===== src/slid_pkg.sv =====
package slid_pkg;

   localparam int CAPACITY = 16;
   localparam int CNT_W    = $clog2(CAPACITY + 1);
   localparam int IDX_W    = $clog2(CAPACITY);
   localparam int VAL_W    = 32;
   localparam int CMD_W    = 2;
   localparam int STAT_W   = 3;

   localparam logic [CMD_W-1:0] CMD_INSERT = 2'd0;
   localparam logic [CMD_W-1:0] CMD_DELETE = 2'd1;
   localparam logic [CMD_W-1:0] CMD_DUMP   = 2'd2;

   localparam logic [STAT_W-1:0] ST_INSERTED  = 3'd0;
   localparam logic [STAT_W-1:0] ST_DELETED   = 3'd1;
   localparam logic [STAT_W-1:0] ST_NOT_FOUND = 3'd2;
   localparam logic [STAT_W-1:0] ST_FULL      = 3'd3;
   localparam logic [STAT_W-1:0] ST_ENTRY     = 3'd4;
   localparam logic [STAT_W-1:0] ST_EMPTY     = 3'd5;

   // controller to datapath
   typedef struct packed {
      logic              do_insert;
      logic              do_delete;
      logic              load_out;
      logic [STAT_W-1:0] out_status;
      logic              out_from_cell;
      logic              out_zero;
      logic              out_last;
      logic [IDX_W-1:0]  rd_idx;
   } slid_cmd_type;

   // datapath to controller
   typedef struct packed {
      logic             full;
      logic             empty;
      logic             found;
      logic [CNT_W-1:0] count;
      logic [IDX_W-1:0] last_idx;
   } slid_sts_type;

endpackage


===== src/slid_req_if.sv =====
interface slid_req_if;
   logic                                valid;
   logic                                ready;
   logic [slid_pkg::CMD_W-1:0]          cmd;
   logic signed [slid_pkg::VAL_W-1:0]   value;

   modport source (output valid, output cmd, output value, input ready);
   modport sink   (input valid, input cmd, input value, output ready);
endinterface


===== src/slid_rsp_if.sv =====
interface slid_rsp_if;
   logic                                valid;
   logic                                ready;
   logic [slid_pkg::STAT_W-1:0]         status;
   logic signed [slid_pkg::VAL_W-1:0]   item_value;
   logic                                last;

   modport source (output valid, output status, output item_value, output last, input ready);
   modport sink   (input valid, input status, input item_value, input last, output ready);
endinterface


===== src/slid_ctrl.sv =====
module slid_ctrl (
   input  logic                            clock,
   input  logic                            reset,
   input  logic                            req_valid,
   input  logic [slid_pkg::CMD_W-1:0]      req_cmd,
   output logic                            req_ready,
   input  logic                            rsp_ready,
   output logic                            rsp_valid,
   input  slid_pkg::slid_sts_type          dp_sts,
   output slid_pkg::slid_cmd_type          dp_cmd
);

   localparam logic S_IDLE = 1'b0;
   localparam logic S_DUMP = 1'b1;

   logic                        state_ff, state_in;
   logic [slid_pkg::IDX_W-1:0]  idx_ff, idx_in;
   logic                        valid_ff, valid_in;
   logic                        out_free;
   logic                        accept;

   assign out_free  = !valid_ff || rsp_ready;
   assign req_ready = (state_ff == S_IDLE) && out_free;
   assign accept    = req_valid && req_ready;
   assign rsp_valid = valid_ff;

   always_comb begin
      state_in = state_ff;
      idx_in   = idx_ff;
      valid_in = valid_ff && !rsp_ready;
      dp_cmd   = '0;

      case (state_ff)
         S_IDLE: begin
            if (accept) begin
               case (req_cmd)
                  slid_pkg::CMD_INSERT: begin
                     dp_cmd.do_insert  = !dp_sts.full;
                     dp_cmd.load_out   = 1'b1;
                     dp_cmd.out_status = dp_sts.full ? slid_pkg::ST_FULL
                                                     : slid_pkg::ST_INSERTED;
                     dp_cmd.out_last   = 1'b1;
                  end
                  slid_pkg::CMD_DELETE: begin
                     dp_cmd.do_delete  = 1'b1;
                     dp_cmd.load_out   = 1'b1;
                     dp_cmd.out_status = dp_sts.found ? slid_pkg::ST_DELETED
                                                      : slid_pkg::ST_NOT_FOUND;
                     dp_cmd.out_last   = 1'b1;
                  end
                  slid_pkg::CMD_DUMP: begin
                     if (dp_sts.empty) begin
                        dp_cmd.load_out   = 1'b1;
                        dp_cmd.out_status = slid_pkg::ST_EMPTY;
                        dp_cmd.out_zero   = 1'b1;
                        dp_cmd.out_last   = 1'b1;
                     end else begin
                        state_in = S_DUMP;
                        idx_in   = '0;
                     end
                  end
                  default: begin
                     // unused code: drop the word
                  end
               endcase
            end
         end
         S_DUMP: begin
            if (out_free) begin
               dp_cmd.load_out      = 1'b1;
               dp_cmd.out_status    = slid_pkg::ST_ENTRY;
               dp_cmd.out_from_cell = 1'b1;
               dp_cmd.rd_idx        = idx_ff;
               dp_cmd.out_last      = (idx_ff == dp_sts.last_idx);
               if (idx_ff == dp_sts.last_idx) begin
                  state_in = S_IDLE;
               end else begin
                  idx_in = idx_ff + 1'b1;
               end
            end
         end
         default: begin
            state_in = S_IDLE;
         end
      endcase

      if (dp_cmd.load_out) begin
         valid_in = 1'b1;
      end
   end

   always_ff @(posedge clock) begin
      if (reset) begin
         state_ff <= S_IDLE;
         idx_ff   <= '0;
         valid_ff <= 1'b0;
      end else begin
         state_ff <= state_in;
         idx_ff   <= idx_in;
         valid_ff <= valid_in;
      end
   end

endmodule


===== src/slid_dpath.sv =====
module slid_dpath (
   input  logic                              clock,
   input  logic                              reset,
   input  logic signed [slid_pkg::VAL_W-1:0] req_value,
   input  slid_pkg::slid_cmd_type            dp_cmd,
   output slid_pkg::slid_sts_type            dp_sts,
   output logic [slid_pkg::STAT_W-1:0]       rsp_status,
   output logic signed [slid_pkg::VAL_W-1:0] rsp_item_value,
   output logic                              rsp_last
);

   localparam int N = slid_pkg::CAPACITY;

   logic signed [slid_pkg::VAL_W-1:0] cells_ff [N];
   logic signed [slid_pkg::VAL_W-1:0] cells_in [N];
   logic [slid_pkg::CNT_W-1:0]        count_ff, count_in;
   logic [slid_pkg::STAT_W-1:0]       status_ff;
   logic signed [slid_pkg::VAL_W-1:0] value_ff, value_in;
   logic                              last_ff;

   logic [N-1:0] lt;
   logic [N-1:0] hit;
   logic [N-1:0] hit_upto;

   // per-cell compares against the request value
   always_comb begin
      for (int i = 0; i < N; i++) begin
         lt[i]  = (slid_pkg::CNT_W'(i) < count_ff) && (cells_ff[i] < req_value);
         hit[i] = (slid_pkg::CNT_W'(i) < count_ff) && (cells_ff[i] == req_value);
      end
      hit_upto[0] = hit[0];
      for (int i = 1; i < N; i++) begin
         hit_upto[i] = hit_upto[i-1] | hit[i];
      end
   end

   always_comb begin
      dp_sts.full     = (count_ff == slid_pkg::CNT_W'(N));
      dp_sts.empty    = (count_ff == '0);
      dp_sts.found    = hit_upto[N-1];
      dp_sts.count    = count_ff;
      dp_sts.last_idx = slid_pkg::IDX_W'(count_ff - 1'b1);
   end

   always_comb begin
      for (int i = 0; i < N; i++) begin
         cells_in[i] = cells_ff[i];
      end
      count_in = count_ff;

      if (dp_cmd.do_insert) begin
         // cells at and above the slot move up one
         if (!lt[0]) begin
            cells_in[0] = req_value;
         end
         for (int i = 1; i < N; i++) begin
            if (!lt[i]) begin
               cells_in[i] = lt[i-1] ? req_value : cells_ff[i-1];
            end
         end
         count_in = count_ff + 1'b1;
      end else if (dp_cmd.do_delete && hit_upto[N-1]) begin
         // cells from the first match on move down one
         for (int i = 0; i < N - 1; i++) begin
            if (hit_upto[i]) begin
               cells_in[i] = cells_ff[i+1];
            end
         end
         count_in = count_ff - 1'b1;
      end
   end

   always_comb begin
      if (dp_cmd.out_from_cell) begin
         value_in = cells_ff[dp_cmd.rd_idx];
      end else if (dp_cmd.out_zero) begin
         value_in = '0;
      end else begin
         value_in = req_value;
      end
   end

   always_ff @(posedge clock) begin
      if (reset) begin
         count_ff <= '0;
      end else begin
         count_ff <= count_in;
      end
   end

   always_ff @(posedge clock) begin
      for (int i = 0; i < N; i++) begin
         cells_ff[i] <= cells_in[i];
      end
      if (dp_cmd.load_out) begin
         status_ff <= dp_cmd.out_status;
         value_ff  <= value_in;
         last_ff   <= dp_cmd.out_last;
      end
   end

   assign rsp_status     = status_ff;
   assign rsp_item_value = value_ff;
   assign rsp_last       = last_ff;

endmodule


===== src/sorted_list_insert_delete.sv =====
// channel | dir | words                         | handshake
// req     | in  | cmd, value                    | valid/ready, taken when both high
// rsp     | out | status, item_value, last      | valid/ready, taken when both high
//
// Insert and delete compare all cells in parallel and shift in the same cycle;
// unused codes are dropped unanswered. A dump spends its accept cycle loading
// the read index, then sends each stored entry in turn through the output
// register; other results appear in the cycle after acceptance.
// Synchronous reset empties the list and drops any pending word; no sweep.
// A stalled rsp holds the output register and blocks req until it drains.
module sorted_list_insert_delete (
   input logic        clock,
   input logic        reset,
   slid_req_if.sink   req,
   slid_rsp_if.source rsp
);

   slid_pkg::slid_cmd_type dp_cmd;
   slid_pkg::slid_sts_type dp_sts;

   slid_ctrl u_ctrl (
      .clock     (clock),
      .reset     (reset),
      .req_valid (req.valid),
      .req_cmd   (req.cmd),
      .req_ready (req.ready),
      .rsp_ready (rsp.ready),
      .rsp_valid (rsp.valid),
      .dp_sts    (dp_sts),
      .dp_cmd    (dp_cmd)
   );

   slid_dpath u_dpath (
      .clock          (clock),
      .reset          (reset),
      .req_value      (req.value),
      .dp_cmd         (dp_cmd),
      .dp_sts         (dp_sts),
      .rsp_status     (rsp.status),
      .rsp_item_value (rsp.item_value),
      .rsp_last       (rsp.last)
   );

   assert property (@(posedge clock) disable iff (reset)
      dp_cmd.do_insert |-> !dp_sts.full)
      else $error("insert into a full list");

   assert property (@(posedge clock) disable iff (reset)
      (req.valid && req.ready && req.cmd == slid_pkg::CMD_INSERT) |=>
         (rsp.valid && rsp.last &&
          (rsp.status == slid_pkg::ST_INSERTED || rsp.status == slid_pkg::ST_FULL)))
      else $error("insert did not answer");

   assert property (@(posedge clock) disable iff (reset)
      (req.valid && req.ready && req.cmd == slid_pkg::CMD_DELETE && !dp_sts.found) |=>
         (dp_sts.count == $past(dp_sts.count)))
      else $error("failed delete changed the count");

   assert property (@(posedge clock) disable iff (reset)
      dp_sts.count <= slid_pkg::CNT_W'(slid_pkg::CAPACITY))
      else $error("count beyond capacity");

endmodule

===== src/flat_wrapper.sv =====
// flat-port wrapper written by rule: the top's interface ports become plain ports
module sorted_list_insert_delete_flat 
  (clock, reset, req_valid, req_cmd, req_value, req_ready, rsp_valid, rsp_status, rsp_item_value, rsp_last, rsp_ready);
  slid_req_if req_i ();
  slid_rsp_if rsp_i ();
  input logic clock;
  input logic reset;
  input wire logic [$bits(req_i.valid)-1:0] req_valid;
  input wire logic [$bits(req_i.cmd)-1:0] req_cmd;
  input wire logic [$bits(req_i.value)-1:0] req_value;
  output wire logic [$bits(req_i.ready)-1:0] req_ready;
  output wire logic [$bits(rsp_i.valid)-1:0] rsp_valid;
  output wire logic [$bits(rsp_i.status)-1:0] rsp_status;
  output wire logic [$bits(rsp_i.item_value)-1:0] rsp_item_value;
  output wire logic [$bits(rsp_i.last)-1:0] rsp_last;
  input wire logic [$bits(rsp_i.ready)-1:0] rsp_ready;
  assign req_i.valid = req_valid;
  assign req_i.cmd = req_cmd;
  assign req_i.value = req_value;
  assign req_ready = req_i.ready;
  assign rsp_valid = rsp_i.valid;
  assign rsp_status = rsp_i.status;
  assign rsp_item_value = rsp_i.item_value;
  assign rsp_last = rsp_i.last;
  assign rsp_i.ready = rsp_ready;
  sorted_list_insert_delete u_core (.clock(clock), .reset(reset), .req(req_i), .rsp(rsp_i));
endmodule

===== config.mk =====
export PLATFORM = sky130hd
export DESIGN_NAME = sorted_list_insert_delete_flat
export DESIGN_NICKNAME = d
export VERILOG_FILES = /design/src/slid_pkg.sv /design/src/slid_req_if.sv /design/src/slid_rsp_if.sv /design/src/slid_ctrl.sv /design/src/slid_dpath.sv /design/src/sorted_list_insert_delete.sv /design/src/flat_wrapper.sv
export SDC_FILE = /design/constraint.sdc
export NUM_CORES = 2
export LEC_CHECK = 0
export ABC_AREA = 1
export BUFFER_PORTS_ARGS = -buffer_cell sky130_fd_sc_hd__buf_2
export CAP_MARGIN = 0
export CORE_ASPECT_RATIO = 0.6
export CORE_MARGIN = 4
export CORE_UTILIZATION = 55
export CTS_CLUSTER_SIZE = 25
export DETAILED_ROUTE_END_ITERATION = 8
export HOLD_SLACK_MARGIN = 0.08
export PLACE_DENSITY = 0.71
export SLEW_MARGIN = 10
export SYNTH_ARGS = -nofsm -noshare
export SYNTH_HDL_FRONTEND = slang
export SYNTH_SLANG_ARGS = --single-unit
export TNS_END_PERCENT = 1

===== constraint.sdc =====
create_clock -name clock -period 6.1 [get_ports clock]
set_input_delay 0.61 -clock clock [delete_from_list [all_inputs] [get_ports clock]]
set_output_delay 0.61 -clock clock [all_outputs]
set_load 0.005 [all_outputs]

==> results.md <==
- Final core utilization: 60.3%
- Vias: 42700
- Site Rows: 79
- Status: completed
- Clk sinks: between 500 and 600
- #FFs+latches synth: 559
- Final setup fails: 0
- Met2 WL: around 65000 µm
- Fill cells: 7171
- Inserted Clock Buffers: 58
- Hold Path Sink: u_core.u_dpath.count_ff[2]
- CTS Hold Bufs: 0
- Crit-path slowest cell: nor4_1
- DP Wirelength: approximately 120000 µm
- Layout Skew: around 27 ps
- FFs w/ async S/R, synth: 0%
- FMAX: around 0.19 GHz
- Initial antenna violation count: 5
- R2R Setup Slk: 1280 ps
- PortBufs: 75
- Top_reg_cell synth: edfxtp_1
- Met3 WL: 23600 µm
- DR DRC count: 0
- Overall Global Routing Usage: 37.7%
- CTS tree: built
- Top layer reached by signal wires: met5
- Mapped Area: 0.0435 mm²
- Clock slew at reported path FFs: approximately 70 ps
- Routability Congestion: about 0.98
- R2r endpoint: u_core.u_dpath.cells_ff[5][9]
- Synth warn: 0
- Slew Limit Fails: 0
- Crit path time final: about 5300 ps
- Seq/Total Area, Yosys: roughly two fifths
- Die Width: about 370 µm
- Hold violation total from the final report: 0
- CTS Buffer Depth: 3
- Number of synthesized flops with an enable pin: around 550
- R2r startpoint: u_core.u_dpath.cells_ff[12][31]
- H-tree depth: 2
- Dpl cell area: around 0.045 mm²
- RSZ-0062 raised after global routing: false
- Setup CP Type: in -> reg
- CP peak stage delay: approximately 920 ps
- First-pass GRT wire length: approximately 240000 µm
- Vias in the first global route: 38900
- Grt total ovfl: 0
- Clk_lat worst skew: 670 ps
- Area Growth Syn to Fin: 8.07%
- Final period util: between 80% and 90%
- Hold path startpoint: reset
- Max-cap violations: 0
- Post-CTS sizing: 0
- Die height: roughly 230 µm
- Critical path peak fanout: 32
- DR WL/cell: approximately 25 µm
- DRT Pass-1 Iters: 7
- Rel. slew slack: 10.8%
- Final wirelength: approximately 160000 µm
- Setup bufs post-CTS: 0
- Synth Area per Inst: about 7.9 µm²
- Lkg Pwr: about 21 nW
- Core Area: 0.0779 mm²
- Setup TNS: 0 ps
- Initial core utilization: between 50% and 60%
- VDD IR max: between 0.3 and 0.4 mV
- Largest net degree at the start of global routing: 180
- Startpoint types: input pin
- Arrival time at the worst endpoint: 5640 ps
- Register-to-Register Path Depth: 11
- # IOs: 76
- Share of cells above drive strength 1: just under 6%
- Slew @ Worst Pin: between 1000 and 1500 ps
- Total placed cells including tap cells: roughly 6500
- Yosys cell types: a little over 50
- Metal-1 WL: approximately 70000 µm
- DIE AREA: ~0.084 mm²
- Worst-path cell chain: buf_2 -> inv_1 -> ha_1 -> nand4_1 -> nor4_1 -> nand3_1 -> nor4_1 -> nor2_2 -> nand4_2 -> nand2_2 -> buf_4 -> a21oi_4 -> buf_4
- Total Power: ~0.010 W
- Final instance area: around 0.047 mm²
- Fin nets: about 6000
- Post-DR vias/cell: roughly 6.5
- PwrDens: between 200 and 250 mW/mm²
- Hold Path Depth: 2
- Hold Path Class: in -> reg
- 1st-iter DRT viols: 7240
- Worst Path Required: about 6400 ps
- Final instance count without filler cells: about 6600
- Crit. End Element: register
- Syn_nets: 6075
- Mapped Cells: 5520
- Root buf cell: clkbuf_16
- Antenna viol nets, final: 0
==> cell usage in the layout (no fill, tap or decap), types with 16 or more instances in the layout <==
cell | Yosys | layout
inv_1 | 421 | 419
nand3_1 | 153 | 148
a21oi_1 | 503 | 497
buf_2 | 14 | 75
nand4_1 | 60 | 60
ha_1 | 517 | 517
o21ai_0 | 917 | 917
o211ai_1 | 147 | 147
nor2_1 | 340 | 337
nand2_1 | 1291 | 1286
buf_4 | 2 | 99
nor3_1 | 31 | 31
edfxtp_1 | 548 | 548
clkbuf_16 | 0 | 59
nor4_1 | 31 | 31
clkinv_1 | 2 | 16
o22ai_1 | 126 | 126
==> critical path, delay by kind of cell <==
| kind | cells | cell delay [ps] |
|---|---|---|
| adders and majority gates | 1 | 570 |
| buffers and inverters | 4 | 1540 |
| and+or+nand+nor | 7 | 2690 |
| AOI/OAI and AO/OA | 1 | 150 |
==> worst max path at each step <==
stage	startpoint	end	slack [ps]	cells past startpoint
floorplan	req_value[31]	u_core.u_dpath.cells_ff[2][0]	730	15
global placement	req_value[31]	u_core.u_dpath.cells_ff[5][10]	500	13
detailed placement	req_value[31]	u_core.u_dpath.cells_ff[5][10]	410	13
CTS	req_value[31]	u_core.u_dpath.cells_ff[5][9]	1100	13
global route	req_value[31]	u_core.u_dpath.cells_ff[5][9]	480	13
finish	req_value[31]	u_core.u_dpath.cells_ff[5][9]	760	13
==> state kept, by name, indices dropped and copies added, names as in the netlist <==
name and cells:
u_core.u_dpath.rsp_item_value 32, u_core.u_dpath.count_ff 5, u_core.u_dpath.cells_ff 512, u_core.u_ctrl.state_ff 1
u_core.u_ctrl.idx_ff 4, u_core.u_dpath.rsp_status 3, u_core.u_dpath.rsp_last 1, u_core.u_ctrl.rsp_valid 1
==> final cells by class <==
type | count | area [µm²] | share of cell area (%)
Tap cell | 1053 | 1320 | 2.81
Timing Repair Buffer | 185 | 1340 | 2.85
Clock inverter | 36 | 300 | 0.639
Clock buffer | 73 | 1540 | 3.28
Sequential cell | 559 | 16700 | 35.5
Multi-Input combinational cell | 4236 | 24200 | 51.5
Inverter | 427 | 1620 | 3.44
Antenna cell | 1 | 2.50 | 0.00533
==> synthesized netlist by cell type (4+ instances only) <==
library cell | n | area share, %
a211oi_1 | 14 | 0.24
a21o_1 | 5 | 0.086
a21oi_1 | 503 | 5.8
a221oi_1 | 7 | 0.14
a31oi_1 | 12 | 0.17
buf_1 | 36 | 0.31
buf_2 | 14 | 0.16
clkbuf_1 | 244 | 2.1
dfxtp_1 | 11 | 0.51
edfxtp_1 | 548 | 38
ha_1 | 517 | 15
inv_1 | 421 | 3.6
inv_2 | 4 | 0.035
nand2_1 | 1291 | 11
nand3_1 | 153 | 1.8
nand3_2 | 4 | 0.092
nand3b_1 | 7 | 0.12
nand4_1 | 60 | 0.86
nor2_1 | 340 | 2.9
nor3_1 | 31 | 0.36
nor4_1 | 31 | 0.45
o2111ai_1 | 6 | 0.12
o211ai_1 | 147 | 2.5
o21a_1 | 10 | 0.17
o21ai_0 | 917 | 11
o21bai_1 | 7 | 0.12
o221ai_1 | 4 | 0.081
o22ai_1 | 126 | 1.8
or2_2 | 11 | 0.16
xnor2_1 | 4 | 0.081
==> per-layer routing <==
layer	track usage (%)	vias to the layer above
met5	0	-
li1	-	19500
met4	11.4	2
met3	10.2	325
met2	52.7	3085
met1	56.6	19800
==> power by group <==
group          switching (W)  internal (W)
logic                0.00158      0.000620
registers           0.000138       0.00446
clock network        0.00171       0.00199
==> kinds of logic after synthesis <==
kind of cell | synth area share, %
simple gates | 18.2
compound gates | 22.0
buf+inv | 6.35
flops | 38.4
fa+ha+maj | 14.9
xor+xnor | 0.141
==> per-stage QoR <==
stage          hold slack (ps)  setup slack, ps
3_3_place_gp               482              499
5_1_grt                    301              483
2_1_floorplan              467              734
4_1_cts                    272             1100
6_report                   318              762
3_5_place_dp               496              409
Power figures use the tool's default switching activity.
